==> src/sv/lcdsw_pkg.sv <==
package lcdsw_pkg;

	localparam int DISPLAY_WORDS_DEF = 32;

	localparam int ADDR_W  = 6;
	localparam int DATA_W  = 4;
	localparam int CODE_W  = 8;
	localparam int CMD_W   = 3;
	localparam int TICK_W  = 8;
	localparam int FRAME_W = 13;
	localparam int BITS_W  = 4;

	localparam logic [CMD_W-1:0] CMD_SEND     = 3'd0;
	localparam logic [CMD_W-1:0] CMD_RAM      = 3'd1;
	localparam logic [CMD_W-1:0] CMD_FULL_ON  = 3'd2;
	localparam logic [CMD_W-1:0] CMD_FULL_OFF = 3'd3;
	localparam logic [CMD_W-1:0] CMD_BL_ON    = 3'd4;
	localparam logic [CMD_W-1:0] CMD_BL_OFF   = 3'd5;

	localparam logic [2:0] CMD_PREFIX = 3'b100;
	localparam logic [2:0] RAM_PREFIX = 3'b101;

	localparam logic [BITS_W-1:0] CMD_FRAME_BITS = 4'd12;
	localparam logic [BITS_W-1:0] RAM_FRAME_BITS = 4'd13;

	localparam logic [DATA_W-1:0] FULL_ON_DATA = 4'hF;
	localparam logic [DATA_W-1:0] NOTCH_DATA   = 4'hE;
	localparam logic [ADDR_W-1:0] NOTCH_ADDR   = 6'd7;
	localparam logic [ADDR_W-1:0] SKIP_FROM    = 6'd17;
	localparam logic [ADDR_W-1:0] SKIP_TO      = 6'd30;

	localparam logic [TICK_W-1:0] LOW_TICKS_RST  = 8'd9;
	localparam logic [TICK_W-1:0] HIGH_TICKS_RST = 8'd4;

	localparam logic REG_LOW_TICKS  = 1'b0;
	localparam logic REG_HIGH_TICKS = 1'b1;

	typedef struct packed {
		logic              request_valid;
		logic [CMD_W-1:0]  command;
		logic [CODE_W-1:0] command_code;
		logic [ADDR_W-1:0] ram_address;
		logic [DATA_W-1:0] ram_data;
	} in_t;

	typedef struct packed {
		logic chip_select_n;
		logic write_strobe_n;
		logic data_line;
		logic backlight;
		logic busy_res;
		logic request_dropped;
	} out_t;

	function automatic logic [TICK_W-1:0] dur(input logic [TICK_W-1:0] v);
		return (v == '0) ? TICK_W'(1) : v;
	endfunction

	// 100, code MSB first, trailing 0, one pad bit never sent
	function automatic logic [FRAME_W-1:0] cmd_frame(input logic [CODE_W-1:0] code);
		return {CMD_PREFIX, code, 2'b00};
	endfunction

	// 101, address MSB first, data LSB first
	function automatic logic [FRAME_W-1:0] ram_frame(input logic [ADDR_W-1:0] addr,
		input logic [DATA_W-1:0] data);
		return {RAM_PREFIX, addr, data[0], data[1], data[2], data[3]};
	endfunction

endpackage

==> src/sv/lcd_controller_serial_writer_unit.sv <==
// channel | dir | handshake          | payload
// in      | in  | in_valid/in_stall   | in_data (lcdsw_pkg::in_t)
// out     | out | out_valid/out_stall | out_data (lcdsw_pkg::out_t)
// cfg     | in  | cfg_we              | cfg_index, cfg_wdata
//
// One transaction per cycle while in_stall is low; each input transaction is one
// pin tick and yields one result in the next cycle, through the result register.
// arst_n clears the sequencer (idle, backlight off) and the strobe timing registers
// (low 9, high 4 ticks).
// in_stall is high only while a result is held and out_stall is high.
module lcd_controller_serial_writer_unit #(
	parameter int DISPLAY_WORDS = lcdsw_pkg::DISPLAY_WORDS_DEF
) (
	input  logic                          clk,
	input  logic                          arst_n,
	input  logic                          in_valid,
	output logic                          in_stall,
	input  lcdsw_pkg::in_t                in_data,
	output logic                          out_valid,
	input  logic                          out_stall,
	output lcdsw_pkg::out_t               out_data,
	input  logic                          cfg_we,
	input  logic                          cfg_index,
	input  logic [lcdsw_pkg::TICK_W-1:0]  cfg_wdata
);

	logic [lcdsw_pkg::TICK_W-1:0] low_ticks_q;
	logic [lcdsw_pkg::TICK_W-1:0] high_ticks_q;
	logic                         accept;
	lcdsw_pkg::out_t              result;

	always_ff @(posedge clk or negedge arst_n) begin
		if (!arst_n) begin
			low_ticks_q  <= lcdsw_pkg::LOW_TICKS_RST;
			high_ticks_q <= lcdsw_pkg::HIGH_TICKS_RST;
		end else if (cfg_we) begin
			unique case (cfg_index)
				lcdsw_pkg::REG_LOW_TICKS:  low_ticks_q  <= cfg_wdata;
				lcdsw_pkg::REG_HIGH_TICKS: high_ticks_q <= cfg_wdata;
				default: ;
			endcase
		end
	end

	assign in_stall = out_valid & out_stall;
	assign accept   = in_valid & ~in_stall;

	lcdsw_core #(
		.DISPLAY_WORDS(DISPLAY_WORDS)
	) u_core (
		.clk        (clk),
		.arst_n     (arst_n),
		.step       (accept),
		.item       (in_data),
		.low_ticks  (low_ticks_q),
		.high_ticks (high_ticks_q),
		.result     (result)
	);

	lcdsw_out_reg u_out_reg (
		.clk       (clk),
		.arst_n    (arst_n),
		.load      (accept),
		.result    (result),
		.out_stall (out_stall),
		.out_valid (out_valid),
		.out_data  (out_data)
	);

endmodule

==> src/sv/lcdsw_core.sv <==
module lcdsw_core #(
	parameter int DISPLAY_WORDS = lcdsw_pkg::DISPLAY_WORDS_DEF
) (
	input  logic                                clk,
	input  logic                                arst_n,
	input  logic                                step,
	input  lcdsw_pkg::in_t                      item,
	input  logic [lcdsw_pkg::TICK_W-1:0]        low_ticks,
	input  logic [lcdsw_pkg::TICK_W-1:0]        high_ticks,
	output lcdsw_pkg::out_t                     result
);

	localparam logic [1:0] PH_IDLE = 2'd0;
	localparam logic [1:0] PH_LOW  = 2'd1;
	localparam logic [1:0] PH_HIGH = 2'd2;
	localparam logic [1:0] PH_END  = 2'd3;

	localparam logic [1:0] SEQ_NONE = 2'd0;
	localparam logic [1:0] SEQ_ON   = 2'd1;
	localparam logic [1:0] SEQ_OFF  = 2'd2;

	localparam int AW = lcdsw_pkg::ADDR_W;

	logic [1:0]                       phase_q, phase_d;
	logic [lcdsw_pkg::FRAME_W-1:0]    shift_q, shift_d;
	logic [lcdsw_pkg::BITS_W-1:0]     bits_q, bits_d, bits_dec;
	logic [lcdsw_pkg::TICK_W-1:0]     tick_q, tick_d, tick_dec;
	logic [1:0]                       kind_q, kind_d;
	logic [AW-1:0]                    addr_q, addr_d;
	logic                             bl_q, bl_d;
	logic [AW:0]                      next_addr;
	logic [lcdsw_pkg::DATA_W-1:0]     seq_data;
	logic                             framing;

	always_comb begin
		phase_d   = phase_q;
		shift_d   = shift_q;
		bits_d    = bits_q;
		tick_d    = tick_q;
		kind_d    = kind_q;
		addr_d    = addr_q;
		bl_d      = bl_q;
		tick_dec  = tick_q - lcdsw_pkg::TICK_W'(tick_q != '0);
		bits_dec  = bits_q - lcdsw_pkg::BITS_W'(bits_q != '0);
		next_addr = {1'b0, addr_q} + (AW+1)'(1);
		if (kind_q == SEQ_ON && addr_q == lcdsw_pkg::SKIP_FROM)
			next_addr = {1'b0, lcdsw_pkg::SKIP_TO};
		seq_data = '0;
		if (kind_q == SEQ_ON)
			seq_data = (next_addr[AW-1:0] == lcdsw_pkg::NOTCH_ADDR) ?
				lcdsw_pkg::NOTCH_DATA : lcdsw_pkg::FULL_ON_DATA;

		unique case (phase_q)
			PH_IDLE: begin
				if (item.request_valid) begin
					unique case (item.command)
						lcdsw_pkg::CMD_SEND: begin
							shift_d = lcdsw_pkg::cmd_frame(item.command_code);
							bits_d  = lcdsw_pkg::CMD_FRAME_BITS;
							phase_d = PH_LOW;
							tick_d  = lcdsw_pkg::dur(low_ticks);
						end
						lcdsw_pkg::CMD_RAM: begin
							shift_d = lcdsw_pkg::ram_frame(item.ram_address, item.ram_data);
							bits_d  = lcdsw_pkg::RAM_FRAME_BITS;
							phase_d = PH_LOW;
							tick_d  = lcdsw_pkg::dur(low_ticks);
						end
						lcdsw_pkg::CMD_FULL_ON, lcdsw_pkg::CMD_FULL_OFF: begin
							kind_d  = (item.command == lcdsw_pkg::CMD_FULL_ON) ? SEQ_ON : SEQ_OFF;
							addr_d  = '0;
							shift_d = lcdsw_pkg::ram_frame('0,
								(item.command == lcdsw_pkg::CMD_FULL_ON) ?
								lcdsw_pkg::FULL_ON_DATA : '0);
							bits_d  = lcdsw_pkg::RAM_FRAME_BITS;
							phase_d = PH_LOW;
							tick_d  = lcdsw_pkg::dur(low_ticks);
						end
						lcdsw_pkg::CMD_BL_ON:  bl_d = 1'b1;
						lcdsw_pkg::CMD_BL_OFF: bl_d = 1'b0;
						default: ;
					endcase
				end
			end
			PH_LOW: begin
				tick_d = tick_dec;
				if (tick_dec == '0) begin
					phase_d = PH_HIGH;
					tick_d  = lcdsw_pkg::dur(high_ticks);
				end
			end
			PH_HIGH: begin
				tick_d = tick_dec;
				if (tick_dec == '0) begin
					shift_d = {shift_q[lcdsw_pkg::FRAME_W-2:0], 1'b0};
					bits_d  = bits_dec;
					if (bits_dec == '0) begin
						phase_d = PH_END;
					end else begin
						phase_d = PH_LOW;
						tick_d  = lcdsw_pkg::dur(low_ticks);
					end
				end
			end
			PH_END: begin
				if (kind_q == SEQ_NONE) begin
					phase_d = PH_IDLE;
				end else if (next_addr >= (AW+1)'(DISPLAY_WORDS)) begin
					kind_d  = SEQ_NONE;
					addr_d  = '0;
					phase_d = PH_IDLE;
				end else begin
					addr_d  = next_addr[AW-1:0];
					shift_d = lcdsw_pkg::ram_frame(next_addr[AW-1:0], seq_data);
					bits_d  = lcdsw_pkg::RAM_FRAME_BITS;
					phase_d = PH_LOW;
					tick_d  = lcdsw_pkg::dur(low_ticks);
				end
			end
			default: phase_d = PH_IDLE;
		endcase
	end

	assign framing = (phase_d == PH_LOW) || (phase_d == PH_HIGH);

	always_comb begin
		result.chip_select_n   = ~framing;
		result.write_strobe_n  = (phase_d != PH_LOW);
		result.data_line       = framing & shift_d[lcdsw_pkg::FRAME_W-1];
		result.backlight       = bl_d;
		result.busy_res        = (phase_d != PH_IDLE);
		result.request_dropped = item.request_valid && (phase_q != PH_IDLE);
	end

	always_ff @(posedge clk or negedge arst_n) begin
		if (!arst_n) begin
			phase_q <= PH_IDLE;
			shift_q <= '0;
			bits_q  <= '0;
			tick_q  <= '0;
			kind_q  <= SEQ_NONE;
			addr_q  <= '0;
			bl_q    <= 1'b0;
		end else if (step) begin
			phase_q <= phase_d;
			shift_q <= shift_d;
			bits_q  <= bits_d;
			tick_q  <= tick_d;
			kind_q  <= kind_d;
			addr_q  <= addr_d;
			bl_q    <= bl_d;
		end
	end

`ifndef SYNTHESIS
	a_frame_has_bits: assert property (@(posedge clk) disable iff (!arst_n)
		(phase_q == PH_LOW || phase_q == PH_HIGH) |-> (bits_q != '0))
		else $error("frame phase with no bits left");

	a_frame_has_ticks: assert property (@(posedge clk) disable iff (!arst_n)
		(phase_q == PH_LOW || phase_q == PH_HIGH) |-> (tick_q != '0))
		else $error("strobe phase with zero tick count");

	a_seq_not_idle: assert property (@(posedge clk) disable iff (!arst_n)
		(kind_q != SEQ_NONE) |-> (phase_q != PH_IDLE))
		else $error("sequence pending while idle");

	a_seq_addr_range: assert property (@(posedge clk) disable iff (!arst_n)
		(kind_q != SEQ_NONE) |-> ({1'b0, addr_q} < (AW+1)'(DISPLAY_WORDS)))
		else $error("sequence address past display size");
`endif

endmodule

==> src/sv/lcdsw_out_reg.sv <==
module lcdsw_out_reg (
	input  logic            clk,
	input  logic            arst_n,
	input  logic            load,
	input  lcdsw_pkg::out_t result,
	input  logic            out_stall,
	output logic            out_valid,
	output lcdsw_pkg::out_t out_data
);

	logic            valid_q;
	lcdsw_pkg::out_t data_q;

	always_ff @(posedge clk or negedge arst_n) begin
		if (!arst_n) begin
			valid_q <= 1'b0;
		end else if (load) begin
			valid_q <= 1'b1;
		end else if (!out_stall) begin
			valid_q <= 1'b0;
		end
	end

	always_ff @(posedge clk) begin
		if (load)
			data_q <= result;
	end

	assign out_valid = valid_q;
	assign out_data  = data_q;

endmodule
==> config.mk <==
export PLATFORM = sky130hd
export DESIGN_NAME = lcd_controller_serial_writer_unit
export DESIGN_NICKNAME = d
export VERILOG_FILES = /design/src/sv/lcdsw_pkg.sv /design/src/sv/lcd_controller_serial_writer_unit.sv /design/src/sv/lcdsw_core.sv /design/src/sv/lcdsw_out_reg.sv
export SDC_FILE = /design/constraint.sdc
export NUM_CORES = 1
export LEC_CHECK = 0
export BUFFER_PORTS_ARGS = -buffer_cell sky130_fd_sc_hd__buf_2
export CAP_MARGIN = 20
export CORE_ASPECT_RATIO = 1.5
export CORE_UTILIZATION = 45
export DETAILED_ROUTE_END_ITERATION = 16
export GPL_TIMING_DRIVEN = 0
export SYNTH_ARGS = -nofsm -noshare
export SYNTH_HDL_FRONTEND = slang
export SYNTH_SLANG_ARGS = --single-unit
==> constraint.sdc <==
create_clock -name clk -period 4.4 [get_ports clk]
set_input_delay 0.44 -clock clk [delete_from_list [all_inputs] [get_ports clk]]
set_output_delay 0.44 -clock clk [all_outputs]
set_load 0.01 [all_outputs]
# Word level (Yosys, flattened, before mapping)
# Index checks and enable logic that the tools add are counted.
totals:
  out_inout_bits: 8
  word_cells: 127
  reg_bits: 59
classes:
  n_bitwise: 6
  n_eq_ne: 24
  add_sub_neg: 3
  mux: 50
  n_lt_le_gt_ge: 1
  reduce_logical: 26
ops:
  columns: ["operator", "n"]
  rows:
  - ["$pmux 13 s3", 2]
  - ["$mux 8", 9]
  - ["$mux 13", 4]
  - ["$pmux 8 s4", 1]
  - ["$logic_not 8->1", 3]
  - ["$mux 4", 6]
  - ["$mux 6", 4]
  - ["$mux 2", 11]
  - ["$reduce_and 7->1", 2]
  - ["$pmux 4 s3", 1]
  - ["$pmux 6 s2", 1]
  - ["$ne 2x2->1 const B", 5]
  - ["$reduce_and 5->1", 2]
  - ["$ne 2x1->1 const B", 4]
  - ["$pmux 2 s4", 1]
  - ["$pmux 4 s2", 1]
  - ["$reduce_bool 8->1", 1]
  - ["$sub 8x1->8", 1]
  - ["$add 6x1->7 const B", 1]
  - ["$ge 7x6->1 const B", 1]
  - ["$mux 7", 1]
  - ["$eq 2x1->1 const B", 3]
  - ["$eq 2x2->1 const B", 3]
  - ["$eq 3x2->1 const B", 2]
  - ["other kinds (25)", 40]

# Depth between registers and ports, before layout
# Gate-level depths: netlist of the first run.
logic_depth:
  word_depth: 10
  depth_mapped: 15

# Cells and area by module
# A second synthesis of the first run with hierarchy kept.
hier_totals:
  cells_unflattened: 393
  area_unflattened_um2: 3838.7
modules_own_cells:
  columns: ["mod", "n_inst", "area_each_um2", "cells_per_inst"]
  rows:
  - ["lcdsw_core", 1, 2967.8, 348]
  - ["lcd_controller_serial_writer_unit", 1, 658.1, 37]
  - ["lcdsw_out_reg", 1, 212.7, 8]

# Worst setup path after synthesis of the first run
# Ideal clock, no wire load.
synth_path:
  kind: "register to register"
  start: "register u_core.tick_q[2] (netlist bit)"
  end: "register u_out_reg.data_q, in the netlist u_out_reg.out_data[3], data pin"
  arrival_ps: 2919
  period_less_slack_ps: 3186
  setup_time_ps: 266
  n_path_buf: 2
  t_required_ps: 4134
  setup_slack_ps: 1214
  stages_incl_launch_ff: 16
  path_cell_list: "dfrtp_1 -> nor4_1 -> nand2_1 -> ha_1 -> ha_1 -> xor2_1 -> nor4_1 -> and4_1 -> buf_2 -> and2_1 -> buf_2 -> o211ai_1 -> o21ai_0 -> ha_1 -> o21ai_0 -> nor2_1"
synth_lines:
  columns: ["element", "line", "source"]
  rows:
  - ["start, declared", "lcdsw_core.sv:27", "logic [lcdsw_pkg::TICK_W-1:0] tick_q, tick_d, tick_dec;"]
  - ["start signal, assigned", "lcdsw_core.sv:148", "tick_q <= tick_d;"]
  - ["end signal, assigned", "lcdsw_out_reg.sv:26", "data_q <= result;"]
  - ["end, declared", "lcdsw_out_reg.sv:12", "lcdsw_pkg::out_t data_q;"]

==> results.ini, run 1 <==
[outcome]
status=finished, final reports clean

[drt]
firstDrtPassIters=4
met1_length_um=3637
dr.max_layer_used=met4
wl_per_cell_um=17.15
route.met2.wl_um=5113
drt_iter0_drc=177
drt-total-wl_um=9398
wl_met3_um=295
num_vias=3179
vias_per_cell=5.801
route.detailed.drc=0
drtAntennaViolNets=0

[power_and_ir_drop]
p_int_mw=1.473
vdd_drop_max_mv=0.2880
p_total_mw=2.289
combinationalPowerShare=0.348
p_leak_nw=1.945
pwr-share-seq=0.358
switching_share=0.3563
p_clk_frac=0.295
netSwitchingPower_uw=815.5
powerDensity_nw_per_um2=525.5

[die]
pin_count=44
start_util=0.4622
core.rowCount=40
die_h_um=113.1
chipWidth_um=76.05
core_area_um2=8008
dieArea_um2=8598

[place]
routabilityCongestion=0.9044
dp_hpwl_um=7248
portBuffers=42

[synthesis]
synth_fa_ha_area_frac=0.04733
ys_seq_area_frac=0.4080
synth_seq_cells=59
syn_area_per_cell_um2=9.638
yosys.area_share.simple=0.1755
yosys_most_used_dff=dfrtp_1
syn_inst=384
synth_area_um2=3701
ys_warn_count=0
synth_xor_area_frac=0.01893
synth_nets=434
synth_compound_area_frac=0.1951
synth_top_family_by_area=compound AO/OA/AOI/OAI gates
synth_mux_area_frac=0.1058
synth_edf_count=6
synthArstFlopShare=0.8983
synthDistinctLibCells=66

[clocking]
htreeDepth=3
cts_inserted_buffers=9
cts_tree=done
cts_setup_buffers=0
clk_pin_slew_ns=0.05
clockBufferDepth=2
cts_sinks=59
insertion_delay_ns=0.33
post_cts_resized=0
root_buffer=clkbuf_16
hold_buffers=0

[timing]
setup_tns_ns=0
setup_viol=0
period_minus_slack_ns=3.751
worst_slew_pin_slew_ns=0.8316
drv_slew=0
holdWs_ns=0.06909
hold_viol_final=0
fmax_mhz=266.6
fin_crit_sh=0.8526
max_slew_margin=0.4419
skew_ns=0.007241
grt_setup_unrepaired=false

[worst_hold_path]
worstHoldPathType=in -> async

[layout]
final_core_util=0.5439
drive_gt1_frac=0.2280
finalNetCount=488
fillerInstances=761
insertedDiodeCount=0
syn2layout_area_growth_pct=17.68

[critical_path]
cp.required_ns=4.46
endpoint_kind=flop
critical_path_class=reg -> reg
ff2ff_path_depth=15
startpoint_type=flop
cp.arrival_ns=3.81
worstPathMaxFanout=10

[global_route]
grtUsageTotal=0.2352
grt_pass1_wl_um=15510
grt.overflow.total=0
grt_pass1_vias=3210
grt_max_degree=36
antenna_found_initial=0

[job]
drv_cap=0

==> synth_stat cells, drive strengths merged (5+ instances only) <==
master / count / share of area
a211o: 5 / 0.012
a211oi: 5 / 0.010
a21oi: 19 / 0.026
a221oi: 5 / 0.012
a31oi: 5 / 0.0085
and2: 6 / 0.011
and3: 5 / 0.0098
buf: 7 / 0.013
clkbuf: 11 / 0.011
dfrtp: 50 / 0.34
edfxtp: 6 / 0.049
ha: 14 / 0.047
inv: 25 / 0.025
mux2: 25 / 0.076
mux2i: 11 / 0.030
nand2: 21 / 0.021
nand2b: 6 / 0.010
nand3: 7 / 0.0095
nor2: 34 / 0.034
nor3: 7 / 0.0095
nor4: 9 / 0.015
o21ai: 20 / 0.028
o31ai: 7 / 0.014
xnor2: 7 / 0.017
==> cell type report <==
type,instances,area [µm²],share of cell area
clock inverter,1,5.005,0.001149
inverter,25,93.84,0.02155
sequential,59,1510,0.3467
tap,105,131.4,0.03016
clock buffer,15,287.8,0.06607
timing repair buffer,43,230.2,0.05286
multi-input combinational,282,2008,0.4611
buffer,18,88.84,0.02040
==> path summary, 6_finish.rpt <==
| path | startpoint | end | slack, ns |
|---|---|---|---|
| max in group asynchronous | arst_n | high_ticks_q[2] | 3.71 |
| worst max-delay path | u_core.tick_q[2] | u_out_reg.out_data[3] | 0.65 |
| min in group clk | in_valid | u_out_reg.out_valid | 0.32 |
| worst min register to register | u_core.bl_q | u_core.bl_q | 0.50 |
| worst min-delay path | arst_n | u_core.addr_q[1] | 0.07 |
| worst max register to register | u_core.tick_q[2] | u_out_reg.out_data[3] | 0.65 |
==> through the flow <==
step	area, µm²	instances	setup WS [ns]
5_1_grt	4355	548	0.3831
2_1_floorplan	3701	384	1.214
3_3_place_gp	4043	531	0.6764
6_report	4355	548	0.6486
4_1_cts	4355	548	0.6295
3_5_place_dp	4063	532	0.6454
==> layer usage <==
layer | track usage | vias up
li1 | - | 1541
met1 | 0.2398 | 1529
met2 | 0.4497 | 86
met3 | 0.03952 | 23
met4 | 0.1321 | 0
met5 | 0 | -
==> kinds of logic (layout without fill, tap and decap cells) <==
group                    count (synthesis)  in the layout
AND/OR/NAND/NOR                        122            122
flip-flops                              59             59
AO/OA/AOI/OAI                          102            102
adder cells (fa/ha/maj)                 14             14
multiplexers                            36             36
XOR/XNOR                                 8              8
buffers and inverters                   43            102
==> cell usage in the layout (no fill, tap or decap), types with 9 or more instances in the layout <==
master     synthesis  routed
dfrtp_1           50      50
mux2_2            25      25
o21ai_0           18      18
nor2_1            34      34
nor4_1             9       9
clkbuf_16          0       9
inv_1             25      25
buf_2              2      44
ha_1              14      14
a21oi_1           19      19
nand2_1           21      21
clkbuf_1          11      13
mux2i_1           11      11
==> state kept, by name, summed over array words and instances (netlist names) <==
signal               count
u_core.tick_q            8
u_core.addr_q            6
u_core.phase_q           2
high_ticks_q             8
u_core.kind_q            2
u_out_reg.out_valid      1
u_core.bits_q            4
low_ticks_q              8
u_out_reg.out_data       6
u_core.bl_q              1
u_core.shift_q          13
==> power by group through the flow <==
stage	Combinational (mW)	Clock, mW	Sequential, mW
2_1_floorplan	0.577	0	0.796
3_3_place_gp	0.777	0	0.823
3_5_place_dp	0.786	0	0.827
4_1_cts	0.793	0.687	0.818
5_1_grt	0.886	0.715	0.837
6_report	0.796	0.674	0.818
==> critical path, cell delays in order (launching register included) <==
cell and delay (ns):
dfrtp_1 0.46, nor4_1 0.40, nand2_1 0.10, ha_1 0.23, ha_1 0.24, xor2_1 0.19, nor4_1 0.36, and4_1 0.25
buf_2 0.21, and2_1 0.15, buf_2 0.18, o211ai_1 0.16, o21ai_0 0.14, ha_1 0.27, o21ai_0 0.08, nor2_1 0.06
Note: power is estimated with default switching activity, not from simulation.
==> run 2: changes to the inputs <==
--- a/config.mk
+++ b/config.mk
@@ -13,4 +13,5 @@
 export GPL_TIMING_DRIVEN = 0
 export SYNTH_ARGS = -nofsm -noshare
 export SYNTH_HDL_FRONTEND = slang
+export SYNTH_HIERARCHICAL = 1
 export SYNTH_SLANG_ARGS = --single-unit
==> constraint.sdc (replaced) <==
create_clock -name clk -period 3.7 [get_ports clk]
set_input_delay 0.37 -clock clk [delete_from_list [all_inputs] [get_ports clk]]
set_output_delay 0.37 -clock clk [all_outputs]
set_load 0.01 [all_outputs]
==> run 2 against run 1 <==
  * Global-route usage increased by 0.21 points
  * Sequential cell count did not move
  * Count of clock-buffer cells in the layout down 5
  * Power is 38% higher
  * Core utilization up 1.6 points
  * Critical path depth is 2 lower
  * Clock skew is 0.00051 ns lower
  * Clock power is 39% higher
  * Final area up 4.9%
  * Largest power group is now combinational logic
  * Sequential share of layout area is 1.6 points lower
  * Via count is 2.5% higher
  * Routed wire length increased by 5.0%
==> results.ini, run 2 <==
[outcome]
status=finished, final reports clean

[synthesis]
yosysMostFrequentCell=dfrtp_1
synthDistinctLibCells=72
yosysTopAreaCell=dfrtp_1
yosysTopAreaCellShare=0.3259
ys_warn_count=6
synth_seq_cells=59
ys_seq_area_frac=0.3934
synth_edf_count=6
synthArstFlopShare=0.8983
syn_area_per_cell_um2=9.768
syn_inst=393
synth_nets=442
synth_area_um2=3839
synthTopCellsByArea=dfrtp_1 (33%), edfxtp_1 (4.7%), mux2_2 (4.7%)
synth_common_cells=dfrtp_1 (50), a21oi_1 (26), nand2_1 (26), nor2_1 (25), inv_1 (24)
yosys_most_used_dff=dfrtp_1

[clocking]
cts_inserted_buffers=9
htreeDepth=3
cts_sinks=59
root_buffer=clkbuf_16
cts_tree=done
insertion_delay_ns=0.33
clockBufferDepth=2
clk_pin_slew_ns=0.05

[critical_path]
cp.arrival_ns=3.62
startpoint_type=flop
critical_path_class=reg -> reg
endpoint_kind=flop
cp.required_ns=3.76
ff2ff_path_depth=13
worstPathMaxFanout=7
r2r_setup_slack_ns=0.14

[power_and_ir_drop]
vdd_drop_max_mv=0.4261
p_leak_nw=1.948
powerDensity_nw_per_um2=690.5

[drt]
wl_per_cell_um=17.69
route.detailed.drc=0
drtAntennaViolNets=0
firstDrtPassIters=4
drt_iter0_drc=164
drt-total-wl_um=9871
num_vias=3257
vias_per_cell=5.837

[global_route]
grt_pass1_wl_um=16160
grt.overflow.total=0
grtUsageTotal=0.2373
grt_max_degree=28
grt_pass1_vias=3435
antenna_found_initial=0

[layout]
largest_reg_flops=13
fillerInstances=751
syn2layout_area_growth_pct=19.04
insertedDiodeCount=0
final_common_cell=dfrtp_1
drive_gt1_frac=0.2428
finalNetCount=497
final_core_util=0.5601
layoutNonFillerInstCount=558
mostFrequentLayoutCells=dfrtp_1 (48), buf_2 (45), a21oi_1 (26), nand2_1 (26), nor2_1 (25)
finalInstanceArea_um2=4569
largest_register=u_core/shift_q

[die]
dieArea_um2=8911
start_util=0.4706
chipWidth_um=77.41
core_area_um2=8158
pin_count=44
core.rowCount=40
die_h_um=115.1

[place]
dpl_cell_area_um2=4200
routabilityCongestion=0.8252
dp_hpwl_um=7512
dp_cells=541
portBuffers=42
place_ws_ns=-0.1626

[timing]
fin_ws_ns=0.1406
max_slew_margin=0.3429
skew_ns=0.006726
grt_setup_unrepaired=false
period_minus_slack_ns=3.559
setup_viol=0
hold_viol_final=0
worst_slew_pin_slew_ns=0.9836
drv_slew=0
fin_crit_sh=0.9620
fmax_mhz=280.9

[worst_hold_path]
worstHoldPathType=in -> async

[job]
drv_cap=0

[run 2: path summary, 6_finish.rpt]
path / start / end
worst max-delay path: u_core/tick_q[4] / u_out_reg/out_data[3]
worst min-delay path: arst_n / u_core/shift_q[0]
worst max register to register: u_core/tick_q[4] / u_out_reg/out_data[3]
worst min register to register: u_out_reg/out_valid / u_out_reg/out_valid
max in group asynchronous: arst_n / u_core/tick_q[3]
min in group clk: out_stall / u_out_reg/out_valid
[run 2: timing repair]
| item | in CTS | in global routing |
|---|---|---|
| gates resized for setup | 2 | 4 |
| hold buffers | 0 | 0 |
| setup endpoints to repair | 2 | 3 |
| setup buffers | 1 | 1 |
| pin swaps | 1 | 3 |
[run 2: layout make-up]
| class | count | area (µm²) | area share |
|---|---|---|---|
| Timing Repair Buffer | 45 | 245.2 | 0.05367 |
| Inverter | 24 | 90.09 | 0.01972 |
| Clock buffer | 10 | 229.0 | 0.05011 |
| Multi-Input combinational cell | 289 | 2143 | 0.4691 |
| Tap cell | 105 | 131.4 | 0.02875 |
| Clock inverter | 6 | 103.9 | 0.02273 |
| Sequential cell | 59 | 1513 | 0.3311 |
| Buffer | 20 | 113.9 | 0.02492 |
[run 2: kinds of logic after synthesis]
group / Yosys count / share of synthesized area
fa+ha+maj: 13 / 0.04237
mux: 36 / 0.1108
xor+xnor: 9 / 0.02053
flops: 59 / 0.3934
compound gates: 109 / 0.2037
simple gates: 122 / 0.1750
buf+inv: 45 / 0.05411
[run 2: critical path, cell delays in order (launching register included)]
cell and delay [ns]:
dfrtp_2 0.47, nor3_4 0.21, nand3_1 0.10, ha_1 0.23, ha_1 0.24, xnor2_2 0.16, nand3_1 0.10, or4_4 0.53
or2_1 0.26, buf_6 0.14, a2111oi_4 0.40, nor2_1 0.10, ha_1 0.30, a21oi_1 0.05
[run 2: where the power goes]
| group | internal [mW] | switching [mW] |
|---|---|---|
| sequential | 0.838 | 0.170 |
| clock | 0.652 | 0.282 |
| combinational | 0.503 | 0.710 |
| total | 1.99 | 1.16 |
[run 2: per-layer routing]
layer	GRT usage	up-vias	wire [µm]
li1	-	1560	-
met1	0.2351	1580	3745
met2	0.4578	97	5505
met3	0.04524	20	351
met4	0.1308	0	269
met5	0	-	0
[run 2: per-stage QoR]
step | hold slack, ns | power, mW | TNS [ns]
floorplan | 0.07441 | 1.829 | 0
global placement | 0.4755 | 2.151 | -0.2510
detailed placement | 0.4172 | 2.172 | -0.2715
CTS | 0.06406 | 3.142 | 0
global route | 0.1078 | 3.355 | 0
finish | 0.05082 | 3.155 | 0
==> run 3: changes to the inputs <==
--- a/config.mk
+++ b/config.mk
@@ -5,12 +5,14 @@
 export SDC_FILE = /design/constraint.sdc
 export NUM_CORES = 1
 export LEC_CHECK = 0
-export BUFFER_PORTS_ARGS = -buffer_cell sky130_fd_sc_hd__buf_2
+export BUFFER_PORTS_ARGS = -buffer_cell sky130_fd_sc_hd__clkbuf_2
 export CAP_MARGIN = 20
 export CORE_ASPECT_RATIO = 1.5
 export CORE_UTILIZATION = 45
 export DETAILED_ROUTE_END_ITERATION = 16
 export GPL_TIMING_DRIVEN = 0
+export HOLD_SLACK_MARGIN = 0.15
+export PLACE_DENSITY_LB_ADDON = 0.15
 export SYNTH_ARGS = -nofsm -noshare
 export SYNTH_HDL_FRONTEND = slang
 export SYNTH_HIERARCHICAL = 1
==> run 3 against run 2 <==
  * Sequential cell count did not move
  * Combinational power about the same
  * Power shrank 6.2%
  * Sequential share of layout area increased by 0.41 points
==> results.ini, run 3 (synthesis gave the netlist of run 2 again) <==
[critical_path]
crit_family=simple AND/OR/NAND/NOR gates
critPathBufInv=1
ff2ff_path_depth=13
cp_slowest_stage_delay_ns=0.53
cp_slowest_cell=or4_4
cp.arrival_ns=3.63
cp_cell_sequence=nor3_4 > nand3_1 > ha_1 > ha_2 > xnor2_2 > nand3_1 > or4_4 > or2_1 > buf_6 > a2111oi_4 > nor2_1 > ha_1 > a21oi_1
worstPathMaxFanout=6
critical_path_class=reg -> reg
cp.required_ns=3.77
startpoint_type=flop
path_depth=13
endpoint_kind=flop

[timing]
setup_viol=0
fmax_mhz=281.0
grt_setup_unrepaired=false
hold_viol_final=0
period_minus_slack_ns=3.558
worst_slew_pin_slew_ns=0.9426
drv_slew=0
skew_ns=0.007730
max_slew_margin=0.3703
fin_crit_sh=0.9617
holdWs_ns=0.2543

[drt]
drt_iter0_drc=171
drtAntennaViolNets=0
route.detailed.drc=0
num_vias=3252
firstDrtPassIters=5
vias_per_cell=5.828
drt-total-wl_um=9685
wl_per_cell_um=17.36

[global_route]
grt_max_degree=28
grt_pass1_vias=3272
grt_pass1_wl_um=15980
grt.overflow.total=0
grtUsageTotal=0.2346
antenna_found_initial=0

[power_and_ir_drop]
powerDensity_nw_per_um2=655.5
p_leak_nw=1.919
vdd_drop_max_mv=0.3338

[layout]
syn2layout_area_growth_pct=17.57
seq_area_um2=1513
drive_gt1_frac=0.2450
insertedDiodeCount=0
multiInputGateArea_um2=2146
finalNetCount=497
finalInstanceArea_um2=4513
mostFrequentLayoutCells=dfrtp_1 (48), clkbuf_2 (42), a21oi_1 (26), nand2_1 (26), nor2_1 (25)
final_common_cell=dfrtp_1
largest_register=u_core/shift_q
fillerInstances=747
largest_reg_flops=13

[die]
chipWidth_um=77.41
start_util=0.4706
dieArea_um2=8911
die_h_um=115.1
pin_count=44
core.rowCount=40
core_area_um2=8158

[outcome]
status=finished, final reports clean

[worst_hold_path]
holdPathStages=2
worstHoldPathType=in -> reg

[clocking]
insertion_delay_ns=0.33
htreeDepth=3
root_buffer=clkbuf_16
cts_inserted_buffers=9
cts_sinks=59
cts_tree=done
clk_pin_slew_ns=0.05
clockBufferDepth=2

[place]
routabilityCongestion=0.8585
dpl_cell_area_um2=4200
dp_hpwl_um=7279
portBuffers=42

[job]
drv_cap=0

run 3: cell types whose count changed in the layout (fill, tap and decap cells not counted), sizes merged:
cell         before  now
clkinvlp          0    2
buf              53   10
clkinv            3    4
bufinv            3    0
clkbuf           22   64
dlygate4sd3       0    1
run 3: metal layers:
metal,vias to the layer above,track usage,routed length (µm)
met5,-,0,0
li1,1568,-,-
met2,101,0.4307,5205
met1,1558,0.2528,3766
met4,0,0.1195,316
met3,25,0.04841,396
run 3: power by group:
group	internal (mW)	total, mW	switching, mW
combinational	0.497	1.20	0.707
clock	0.451	0.745	0.293
sequential	0.838	1.01	0.172
run 3: area by class of cell:
class	count	area share
Clock buffer	10	0.05073
Clock inverter	6	0.009426
Sequential cell	59	0.3352
Inverter	24	0.01996
Tap cell	105	0.02911
Buffer	20	0.02523
Multi-Input combinational cell	289	0.4755
Timing Repair Buffer	45	0.05489
run 3: repair_timing:
item | 4_1_cts | 5_1_grt
buffers inserted | 0 | 1
hold endpoints to repair | 24 | 0
pin swaps | 1 | 1
hold buffers | 1 | 0
endpoints found under the setup margin | 2 | 3
gates resized for setup | 2 | 5
run 3: path summary, 6_finish.rpt:
check	start	endpoint	slack, ns
setup / recovery	u_core/tick_q[4]	u_out_reg/out_data[3]	0.14
hold / removal	out_stall	u_out_reg/out_valid	0.25
setup reg to reg	u_core/tick_q[4]	u_out_reg/out_data[3]	0.14
hold reg to reg	high_ticks_q[0]	high_ticks_q[0]	0.50
max in group asynchronous	arst_n	high_ticks_q[2]	2.42
min in group asynchronous	arst_n	u_core/shift_q[2]	0.62
run 3: metrics by stage:
step	TNS (ns)	worst slack (ns)	std cells	util	total power [mW]
2_1_floorplan	0	0.2697	393	-	1.829
3_3_place_gp	-0.1494	-0.1050	540	0.5124	2.141
3_5_place_dp	-0.2030	-0.1339	541	0.5149	2.171
4_1_cts	0	0.005562	558	0.5502	2.935
5_1_grt	0	0.004130	558	0.5532	3.159
6_report	0	0.1419	558	0.5532	2.959
